--- src/sv/sem_pkg.sv ---
// Package for the Sobel edge magnitude stream: payload structs, widths and
// the request type that runs through the square-root cell chain. No dependencies.
`default_nettype none
package sem_pkg;

    localparam int GRAY_W = 8;
    localparam int MAG_W  = 8;
    localparam int GRAD_W = 12;   // signed Gx / Gy, |G| <= 4*221
    localparam int SQ_W   = 20;   // one squared gradient
    localparam int RAD_W  = 22;   // Gx^2 + Gy^2, padded to an even width
    localparam int ROOT_W = RAD_W / 2;
    localparam int REM_W  = ROOT_W + 1;
    localparam int CFG_IDX_W  = 2;
    localparam int CFG_DATA_W = 13;

    localparam logic [CFG_IDX_W-1:0] REG_FRAME_WIDTH   = 2'd0;
    localparam logic [CFG_IDX_W-1:0] REG_FRAME_HEIGHT  = 2'd1;
    localparam logic [CFG_IDX_W-1:0] REG_INVERT_OUTPUT = 2'd2;

    localparam logic OP_PIXEL = 1'b0;
    localparam logic OP_DRAIN = 1'b1;

    localparam logic [MAG_W-1:0] MAG_MAX = 8'd255;

    typedef struct packed {
        logic       op;
        logic [7:0] red;
        logic [7:0] green;
        logic [7:0] blue;
    } pixel_t;

    typedef struct packed {
        logic [MAG_W-1:0] magnitude;
        logic             frame_last;
    } result_t;

    // One request in flight through the root chain
    typedef struct packed {
        logic              valid;
        logic              emit;       // produces a result
        logic              border;     // forced to the border value
        logic              last;
        logic [RAD_W-1:0]  rad;        // radicand, consumed two bits per cell
        logic [REM_W-1:0]  rem;
        logic [ROOT_W-1:0] root;
    } cell_t;

endpackage
`default_nettype wire

--- src/sv/sem_sqrt_cell.sv ---
// One cell of the floor square-root chain: resolves one root bit per cycle.
// Depends on sem_pkg.
`default_nettype none
module sem_sqrt_cell (
    input  wire logic           clk,
    input  wire logic           rst_n,
    input  wire sem_pkg::cell_t prev,
    output sem_pkg::cell_t      next
);

    logic [sem_pkg::REM_W+1:0] rem_x;
    logic [sem_pkg::REM_W+2:0] trial;
    sem_pkg::cell_t            cell_next;

    // Restoring digit step on the top two radicand bits
    always_comb
    begin
        rem_x = {prev.rem, prev.rad[sem_pkg::RAD_W-1 -: 2]};
        trial = {1'b0, rem_x} - {2'b00, prev.root, 2'b01};
        cell_next = prev;
        cell_next.rad = {prev.rad[sem_pkg::RAD_W-3:0], 2'b00};
        if (!trial[sem_pkg::REM_W+2])
        begin
            cell_next.rem  = trial[sem_pkg::REM_W-1:0];
            cell_next.root = {prev.root[sem_pkg::ROOT_W-2:0], 1'b1};
        end
        else
        begin
            cell_next.rem  = rem_x[sem_pkg::REM_W-1:0];
            cell_next.root = {prev.root[sem_pkg::ROOT_W-2:0], 1'b0};
        end
    end

    // Hand the request to the next cell
    always_ff @(posedge clk or negedge rst_n)
    begin
        if (!rst_n)
        begin
            next <= '0;
        end
        else
        begin
            next <= cell_next;
        end
    end

endmodule
`default_nettype wire

--- config.mk ---
export PLATFORM = sky130hd
export DESIGN_NAME = sem_sqrt_cell
export DESIGN_NICKNAME = d
export VERILOG_FILES = /design/src/sv/sem_pkg.sv /design/src/sv/sem_sqrt_cell.sv
export SDC_FILE = /design/constraint.sdc
export NUM_CORES = 1
export LEC_CHECK = 0
export ABC_AREA = 1
export BUFFER_PORTS_ARGS = -buffer_cell sky130_fd_sc_hd__buf_2
export CORE_MARGIN = 3
export CORE_UTILIZATION = 45
export DETAILED_ROUTE_END_ITERATION = 6
export PLACE_DENSITY_LB_ADDON = 0.15
export RECOVER_POWER = 50
export SLEW_MARGIN = 0
export SYNTH_ARGS = -nofsm -noshare
export SYNTH_HDL_FRONTEND = slang
export SYNTH_SLANG_ARGS = --single-unit
export TNS_END_PERCENT = 10
--- constraint.sdc ---
create_clock -name clk -period 0.8 [get_ports clk]
set_input_delay 0 -clock clk [delete_from_list [all_inputs] [get_ports clk]]
set_output_delay 0 -clock clk [all_outputs]
set_load 0.005 [all_outputs]
Yosys cells after proc, flatten, opt, wreduce, memory -nomap -nowiden

Index checks and enable logic that the tools add are counted.

$add $sub $neg: 1
Multiply operators: 0
Div/mod/pow operators: 0
$lt $le $gt $ge: 0
Equality and inequality tests: 0
Shift-type cells: 0
Multiplexer cells: 1
Bitwise gates (word level): 0
Reduce and logical (&&, ||, !) cells: 0

Operator list:

| cell             | number |
|---|---|
| $mux W23         | 1 |
| $sub A14 B13 Y15 | 1 |

Register bits: 47
Bits in latches: 0
RAM bits: 0
Memory bits (read-only): 0
Input bits: 51
Output and inout bits: 49
Logic and storage cells: 9
Memories kept: 0

Depth between registers and ports, before layout

Gate-level depths: netlist (run 1).

Word-level depth: 2
Gate-level depth with buffers: 12
Mapped depth without buffers: 11

Least setup slack after synthesis (run 1)

OpenSTA, ideal clock, no wires.

Path type: input to register
From: input prev[6] in the netlist's numbering
To: register next[14] in the netlist's numbering
Setup time: 0.122 ns
Arrival: 1.159 ns
Data required time: 0.678 ns
Setup slack: -0.480 ns
Stages: 11
Buffers on the path: 1
Path through: inv_1 > ha_1 > nand2_1 > inv_1 > nand2_1 > nand2_1 > a21oi_1 > nand2_4 > inv_6 > buf_8 > o21ai_2

RTL lines:

| element              | line                | source |
|---|---|---|
| from (decl)          | sem_sqrt_cell.sv:7  | `input wire sem_pkg::cell_t prev,` |
| to (signal assigned) | sem_sqrt_cell.sv:43 | `next <= cell_next;` |
| to (decl)            | sem_sqrt_cell.sv:8  | `output sem_pkg::cell_t next` |

==> run_results.csv, run 1 <==
group,metric,value,unit
timing,finalMaxSlewViolations,0,
timing,fin_crit,1.101,ns
placed_design,dpl.hpwl,3.551,mm
timing,rsz0062_at_grt,"yes",
clock_tree,clockBufferDepth,2,
synth,synth_area,2048,sq um
critical_path,crit_required,1.00,ns
synth,yosys_warnings,0,
final_layout,syn_to_final_growth,82.35,%
timing,setup_viol,34,
clock_tree,clock_sinks,47,
critical_path,cp.arrival,1.30,ns
clock_tree,htreeDepth,2,
final_layout,largest_reg_flops,47,
synth,yosysSeqAreaShare,57.42,%
synth,synth_edf_count,0,
placed_design,place_inst,388,
floorplan,die_w,73.47,um
final_layout,diodes,0,
final_layout,drive_gt1_share,51.40,%
global_routing,grt_pass1_wl,9.646,mm
floorplan,die_y,73.47,um
floorplan,core_area,4202,sq um
timing,fmax,0.9084,GHz
floorplan,dieArea,5397,sq um
global_routing,grt_max_degree,48,
final_layout,design_area,3735,sq um
clock_tree,numCtsBuffers,5,
final_layout,layoutNonFillerInstCount,443,
detailed_routing,dr.first_iter.drc_count,143,
detailed_routing,via_count,2184,
synth,synth_largest_area_cell,"dfrtp_1",
placed_design,io_buffers,97,
timing,fin_crit_sh,137.6,%
critical_path,end_kind,"flip-flop",
timing,final_hold_viol_count,0,
detailed_routing,wl_per_cell,16.16,um
timing,setup_ws,-0.3008,ns
status,status,"finished with violations",
critical_path,setup.worst_path.start_class,"input pin",
clock_tree,path_clk_slew,0.09,ns
final_layout,num-fill-cells,190,
critical_path,cp_max_fo,5,
global_routing,gr-total-overflow,0,
final_layout,regMostFlops,"next",
floorplan,initial_core_util,48.75,%
critical_path,crit_start,"prev[6]",
synth,syn-mean-instance-area,9.527,sq um
placed_design,dpl_cell_area,2945,sq um
global_routing,antenna_found_initial,0,
global_routing,grt_use_total,23.86,%
synth,ys_seq_elements,47,
synth,ys_types,22,
min_path,hp-class,"input pin to flip-flop",
synth,synthArstFlopShare,100.0,%
final_layout,reg_top3,"next: 47 flops",
min_path,hp-start,"prev[44]",
power,peakVddDrop,1326,uV
floorplan,ioPinCount,100,
synth,synth_most_common_cell,"nand2_1",
critical_path,critPathKind,"input pin to flip-flop",
detailed_routing,drc,0,
clock_tree,cts_tree,"built",
synth,synth_cells,215,
detailed_routing,wl,7.157,mm
final_layout,nets,455,
power,p_leak,1.952,nW
final_layout,final_core_util,88.89,%
synth,synthTopCellsByArea,"dfrtp_1, nand2_1, ha_1, inv_1, nand3_1",
detailed_routing,first_pass_iters,4,
power,finalPower,6.229,mW
detailed_routing,antenna_left,0,
placed_design,place_congestion,0.8118,
global_routing,grt_pass1_vias,2063,
floorplan,rows,23,
synth,synthTopCellsByCount,"nand2_1, dfrtp_1, inv_1",
clock_tree,clockRootBuffer,"clkbuf_8",
status,violations,"setup timing",
job,cap_viol_max_count,0,
synth,synth-main-ff-cell,"dfrtp_1",
synth,synth_top_area_share,57.42,%
power,power.density,1668,nW/um^2
detailed_routing,vias_per_cell,4.930,
==> report_power, final <==
part           internal [mW]  switching [mW]  total, mW
Clock                  0.931           0.843       1.77
Combinational          0.928           0.895       1.82
Sequential              2.57          0.0586       2.63
==> layout by cell type, fill, tap and decap left out, drive strengths merged, types with 4 or more instances in the layout <==
cell type / synthesis / layout
nand3: 13 / 13
dlygate4sd3: 0 / 42
nand2: 67 / 67
o21ai: 7 / 7
buf: 3 / 128
a21oi: 6 / 6
ha: 12 / 12
dfrtp: 47 / 47
xor2: 4 / 4
nor2: 12 / 12
clkbuf: 0 / 6
inv: 36 / 37
==> final cells by class <==
cell class | instances | area, sq um | share of cell area, %
clock inverters | 3 | 43.79 | 1.173
flip-flops and latches | 47 | 1176 | 31.49
clock buffers | 5 | 68.82 | 1.843
well taps | 50 | 62.56 | 1.675
repair inverters | 1 | 8.758 | 0.2345
multi-input cells | 130 | 1005 | 26.90
repair buffers | 171 | 1215 | 32.53
inverters | 36 | 155.1 | 4.154
==> what timing repair did <==
item	4_1_cts	5_1_grt
gates cloned	1	0
endpoints found under the hold margin	87	2
hold buffers	40	2
resized for setup	24	43
buffers inserted	1	3
setup endpoints to repair	26	60
pin swaps	9	19
==> routing by layer <==
| metal | global-route usage [%] | share of wire [%] | vias up |
|---|---|---|---|
| li1 | - | - | 1004 |
| met1 | 27.05 | 36 | 1044 |
| met2 | 44.00 | 53 | 113 |
| met3 | 5.609 | 7.9 | 23 |
| met4 | 7.042 | 3.6 | 0 |
| met5 | 0 | 0 | - |
==> logic make-up (layout without fill, tap and decap cells) <==
kind of cell               count (synthesis)  count (layout)  share of synthesized area, %
xor gates and xnor gates                   6               6                         2.566
AOI/OAI and AO/OA                         13              13                         3.909
other                                      1               2                        0.1831
buffers and inverters                     39             216                         8.308
DFF                                       47              47                         57.42
and+or+nand+nor                           97              97                         20.28
adders and majority gates                 12              12                         7.330
==> worst max-delay path, cell delays in order <==
cell     delay (ns)
buf_2          0.12
inv_2          0.10
ha_4           0.23
nand2_4        0.08
inv_1          0.05
nand2_2        0.07
nand2_4        0.06
a21oi_4        0.21
nand2_8        0.11
buf_6          0.15
nand2_1        0.08
nand2_1        0.05
==> worst paths after layout <==
path	endpoint	slack, ns	cells after the start
max in group asynchronous	next[36]	0.23	3
min in group asynchronous	next[7]	0.27	3
hold / removal	next[12]	0.01	4
setup / recovery	next[16]	-0.30	12
==> per-stage QoR <==
step / setup WS [ns] / hold slack (ns) / setup TNS [ns]
final: -0.3008 / 0.01047 / -3.512
after global routing: -0.3433 / 0.03702 / -5.326
after CTS: -0.2231 / -0.02252 / -2.568
after detailed placement: -0.6072 / -0.0001983 / -7.222
after global placement: -0.5854 / -0.001158 / -7.251
after floorplan: -0.4221 / -0.2956 / -4.803
(Power assumes the default switching activity.)
==> inputs of run 2 (changes only) <==
--- a/config.mk
+++ b/config.mk
@@ -8,7 +8,8 @@
 export ABC_AREA = 1
 export BUFFER_PORTS_ARGS = -buffer_cell sky130_fd_sc_hd__buf_2
 export CORE_MARGIN = 3
-export CORE_UTILIZATION = 45
+export CORE_UTILIZATION = 47
+export CTS_BUF_LIST = sky130_fd_sc_hd__clkbuf_4
 export DETAILED_ROUTE_END_ITERATION = 6
 export PLACE_DENSITY_LB_ADDON = 0.15
 export RECOVER_POWER = 50
==> run_results.csv, run 2 (synthesis gave the netlist of run 1 again) <==
group,metric,value,unit
floorplan,ioPinCount,100,
detailed_routing,wl,11.84,mm
critical_path,cp_slowest_stage_delay,0.30,ns
global_routing,grt_use_total,31.81,%
floorplan,die_w,72.02,um
placed_design,dpl.hpwl,3.587,mm
timing,final_hold_viol_count,0,
global_routing,antenna_found_initial,1,
final_layout,regMostFlops,"next",
final_layout,layout_common_cells,"buf_2, dlygate4sd3_1, dfrtp_1, buf_4, nand2_1",
global_routing,grt_pass1_vias,2504,
detailed_routing,first_pass_iters,7,
critical_path,end_kind,"flip-flop",
critical_path,cp_max_fo,4,
timing,fin_crit_sh,147.4,%
global_routing,gr-total-overflow,0,
clock_tree,clock_sinks,47,
critical_path,cp_common_cell,"nand2_1",
critical_path,path_buf_inv,3,
final_layout,nets,466,
critical_path,critPathSlowestCell,"ha_4",
global_routing,grt_pass1_wl,12.54,mm
clock_tree,htreeDepth,2,
clock_tree,clockBufferDepth,2,
job,cap_viol_max_count,0,
final_layout,syn_to_final_growth,93.59,%
final_layout,drive_gt1_share,56.44,%
detailed_routing,drc,0,
timing,setup_ws,-0.3789,ns
final_layout,final_common_cell,"buf_2",
timing,fmax,0.8482,GHz
clock_tree,clockRootBuffer,"clkbuf_4",
detailed_routing,wl_per_cell,26.08,um
floorplan,core_area,4115,sq um
timing,finalMaxSlewViolations,0,
timing,maxSlewHeadroom,60.65,%
detailed_routing,via_count,2737,
min_path,hp-class,"input pin to flip-flop",
critical_path,critPathKind,"input pin to flip-flop",
critical_path,crit_required,1.08,ns
clock_tree,path_clk_slew,0.16,ns
floorplan,initial_core_util,49.77,%
global_routing,grt_max_degree,48,
clock_tree,cts_tree,"built",
critical_path,crit_family,"simple AND/OR/NAND/NOR gates",
power,peakVddDrop,1687,uV
placed_design,pre_cts_slack,-0.6220,ns
timing,rsz0062_at_grt,"yes",
power,power.density,1717,nW/um^2
detailed_routing,vias_per_cell,6.029,
critical_path,cp.arrival,1.46,ns
status,status,"finished with violations",
timing,worst_pin_slew,0.5902,ns
final_layout,reg_top3,"next: 47 flops",
final_layout,diodes,0,
power,p_leak,2.051,nW
timing,tns,-8.766,ns
timing,fin_crit,1.179,ns
clock_tree,numCtsBuffers,5,
detailed_routing,antenna_left,0,
critical_path,path_cells,"buf_2 -> inv_2 -> ha_4 -> nand2_1 -> nand2_1 -> inv_1 -> nand2_1 -> nand2_1 -> nand3_1 -> nand2_1 -> nand3_1 -> nand2_2",
final_layout,largest_reg_flops,47,
floorplan,dieArea,5186,sq um
detailed_routing,dr.first_iter.drc_count,297,
placed_design,place_congestion,0.8493,
floorplan,die_y,72.02,um
placed_design,io_buffers,97,
status,violations,"setup timing",
floorplan,rows,23,
timing,setup_viol,60,
critical_path,setup.worst_path.start_class,"input pin",
## run 2: report_power, final
part / internal (mW) / switching, mW / total, mW
clock: 1.01 / 0.857 / 1.87
combinational: 1.05 / 1.22 / 2.27
sequential: 2.58 / 0.0978 / 2.67
total: 4.64 / 2.17 / 6.81
## run 2: final timing paths
path / start / endpoint / slack, ns / cells past startpoint
worst max-delay path: prev[4] / next[22] / -0.38 / 12
min in group asynchronous: rst_n / next[42] / 0.24 / 3
max in group asynchronous: rst_n / next[33] / 0.15 / 3
worst min-delay path: prev[43] / next[12] / 0.03 / 4
## run 2: layout make-up
| type | count | area, sq um |
|---|---|---|
| Timing Repair Buffer | 182 | 1343 |
| Sequential cell | 47 | 1176 |
| Multi-Input combinational cell | 130 | 1110 |
| Inverter | 36 | 160.2 |
| Fill cell | 76 | 150.1 |
| Tap cell | 50 | 62.56 |
| Clock inverter | 2 | 60.06 |
| Clock buffer | 6 | 45.04 |
| Timing Repair inverter | 1 | 8.758 |
## run 2: metal layers
metal	global-route usage (%)	wire, um	up-vias
met5	0	0	-
met4	17.54	1252	0
met3	6.510	1307	128
met2	57.76	5688	298
met1	34.36	3593	1280
li1	-	-	1031
## run 2: through the flow
stage	utilization, %	total power, mW	instance area (sq um)	cells	hold slack [ns]
finish	96.35	6.806	3965	454	0.02581
global route	96.35	6.973	3965	454	0.03927
CTS	90.67	6.105	3731	449	-0.01203
detailed placement	71.75	3.983	2953	389	0.006213
global placement	71.75	3.955	2953	389	-0.0006289
floorplan	-	3.324	2205	216	-0.2956
## run 2: timing repair
action / 4_1_cts / 5_1_grt
gates cloned: 1 / 0
endpoints found under the hold margin: 93 / 0
setup buffers: 4 / 5
hold buffers: 47 / 0
resized for setup: 49 / 60
endpoints found under the setup margin: 60 / 60
pin swaps: 21 / 27
==> inputs of run 3 (changes only) <==
--- a/config.mk
+++ b/config.mk
@@ -7,8 +7,10 @@
 export LEC_CHECK = 0
 export ABC_AREA = 1
 export BUFFER_PORTS_ARGS = -buffer_cell sky130_fd_sc_hd__buf_2
+export CELL_PAD_IN_SITES_DETAIL_PLACEMENT = 0
+export CELL_PAD_IN_SITES_GLOBAL_PLACEMENT = 1
 export CORE_MARGIN = 3
-export CORE_UTILIZATION = 47
+export CORE_UTILIZATION = 34
 export CTS_BUF_LIST = sky130_fd_sc_hd__clkbuf_4
 export DETAILED_ROUTE_END_ITERATION = 6
 export PLACE_DENSITY_LB_ADDON = 0.15
==> run_results.csv, run 3 (synthesis gave the netlist of run 1 again) <==
group,metric,value,unit
power,p_leak,1.964,nW
final_layout,seqCellArea,1176,sq um
global_routing,met3_usage,4.344,%
critical_path,cp_max_fo,6,
floorplan,initial_core_util,36.09,%
status,violations,"hold timing, setup timing",
min_path,hp-class,"input pin to flip-flop",
critical_path,cp_slowest_stage_delay,0.21,ns
detailed_routing,wl,5.671,mm
status,status,"finished with violations",
clock_tree,clock_sinks,47,
power,peakVddDrop,756.5,uV
clock_tree,htreeDepth,2,
placed_design,dpl.hpwl,3.823,mm
placed_design,pre_cts_slack,-0.6056,ns
detailed_routing,drc,0,
floorplan,rows,27,
final_layout,final_core_util,67.04,%
critical_path,critPathKind,"input pin to flip-flop",
global_routing,met1_usage,20.80,%
final_layout,largest_reg_flops,47,
timing,rsz0062_at_grt,"yes",
timing,setup_ws,-0.1288,ns
global_routing,grt_pass1_wl,9.846,mm
timing,fmax,1.077,GHz
critical_path,path_cells,"buf_2 -> inv_2 -> ha_4 -> nand2_4 -> inv_2 -> nand2_2 -> nand2_2 -> a21oi_4 -> nand2_8 -> buf_6 -> xor2_1",
final_layout,design_area,3805,sq um
final_layout,reg_top3,"next: 47 flops",
clock_tree,clockRootBuffer,"clkbuf_4",
global_routing,grt_max_degree,48,
timing,final_hold_viol_count,1,
clock_tree,path_clk_slew,0.15,ns
final_layout,layout_common_cells,"buf_2, dlygate4sd3_1, dfrtp_1, nand2_1, buf_4",
clock_tree,numCtsBuffers,5,
placed_design,place_congestion,0.8159,
final_layout,nets,463,
final_layout,layoutNonFillerInstCount,473,
detailed_routing,wl_per_cell,11.99,um
final_layout,syn_to_final_growth,85.77,%
power,finalPower,5.543,mW
placed_design,dpl_cell_area,2995,sq um
final_layout,diodes,0,
floorplan,dieArea,6991,sq um
global_routing,grt_pass1_vias,2167,
global_routing,gr-total-overflow,0,
timing,finalMaxSlewViolations,0,
timing,maxSlewHeadroom,61.90,%
clock_tree,cts_tree,"built",
global_routing,antenna_found_initial,0,
timing,fin_crit,0.9288,ns
timing,setup_viol,59,
global_routing,grt_use_total,17.27,%
floorplan,core_area,5675,sq um
critical_path,critPathSlowestCell,"ha_4",
job,cap_viol_max_count,0,
power,power.density,1457,nW/um^2
placed_design,io_buffers,97,
detailed_routing,antenna_left,0,
final_layout,num-fill-cells,474,
timing,worst_pin_slew,0.5715,ns
detailed_routing,dr.first_iter.drc_count,75,
global_routing,busiest_layer,"met2",
critical_path,crit_required,1.08,ns
detailed_routing,via_count,2057,
critical_path,end_kind,"flip-flop",
clock_tree,clockBufferDepth,2,
floorplan,ioPinCount,100,
global_routing,use_met2,30.44,%
final_layout,drive_gt1_share,52.87,%
final_layout,final_common_cell,"buf_2",
floorplan,die_y,83.62,um
detailed_routing,first_pass_iters,4,
floorplan,die_w,83.62,um
final_layout,regMostFlops,"next",
timing,tns,-3.949,ns
clock_tree,postCtsHoldBufs,47,
final_layout,multi_input_area,1021,sq um
timing,holdWs,-0.006196,ns
critical_path,setup.worst_path.start_class,"input pin",
critical_path,cp.arrival,1.20,ns
detailed_routing,vias_per_cell,4.349,
timing,fin_crit_sh,116.1,%
placed_design,place_inst,413,
run 3: cell count changes in the layout (fill, tap and decap cells not counted), moves of 2 or more:
cell       change
inv_4          -2
bufinv_16      -2
inv_1          +3
buf_2          +5
nor2_4         -2
nand2_4        -7
buf_4          -6
nand2_1        +6
run 3: layout make-up:
class,instances,share of cell area [%]
timing repair inverter,1,0.2302
multi-input combinational,130,26.83
sequential,47,30.91
clock inverter,3,0.5261
timing repair buffer,179,34.07
tap,72,2.368
inverter,36,4.078
clock buffer,5,0.9865
run 3: routing by layer:
layer  routed length (um)  up-vias
li1                     -     1025
met1                 2366      952
met5                    0        -
met3                  359        8
met2                 2857       72
met4                   88        0
run 3: repair_timing:
item	4_1_cts	5_1_grt
pin swaps	27	8
hold endpoints to repair	93	1
gates cloned	1	0
buffers inserted	4	0
resized for setup	55	22
setup endpoints to repair	60	60
run 3: worst max-delay path, delay by kind of cell:
family                   cells  cell delay [ns]
buffers and inverters        4             0.35
AND/OR/NAND/NOR              4             0.31
adder cells (fa/ha/maj)      1             0.21
XOR/XNOR                     1             0.15
AO/OA/AOI/OAI                1             0.19
run 3: where the power goes:
part | total (mW) | switching (mW) | internal, mW
Clock | 1.15 | 0.808 | 0.339
Sequential | 2.62 | 0.0475 | 2.57
Combinational | 1.78 | 0.824 | 0.952
Total | 5.54 | 1.68 | 3.86
run 3: path summary, 6_finish.rpt:
path / from / end / cells after the start
max: prev[6] / next[11] / 11
min: prev[43] / next[12] / 4
max in group asynchronous: rst_n / next[17] / 3
min in group asynchronous: rst_n / next[22] / 3
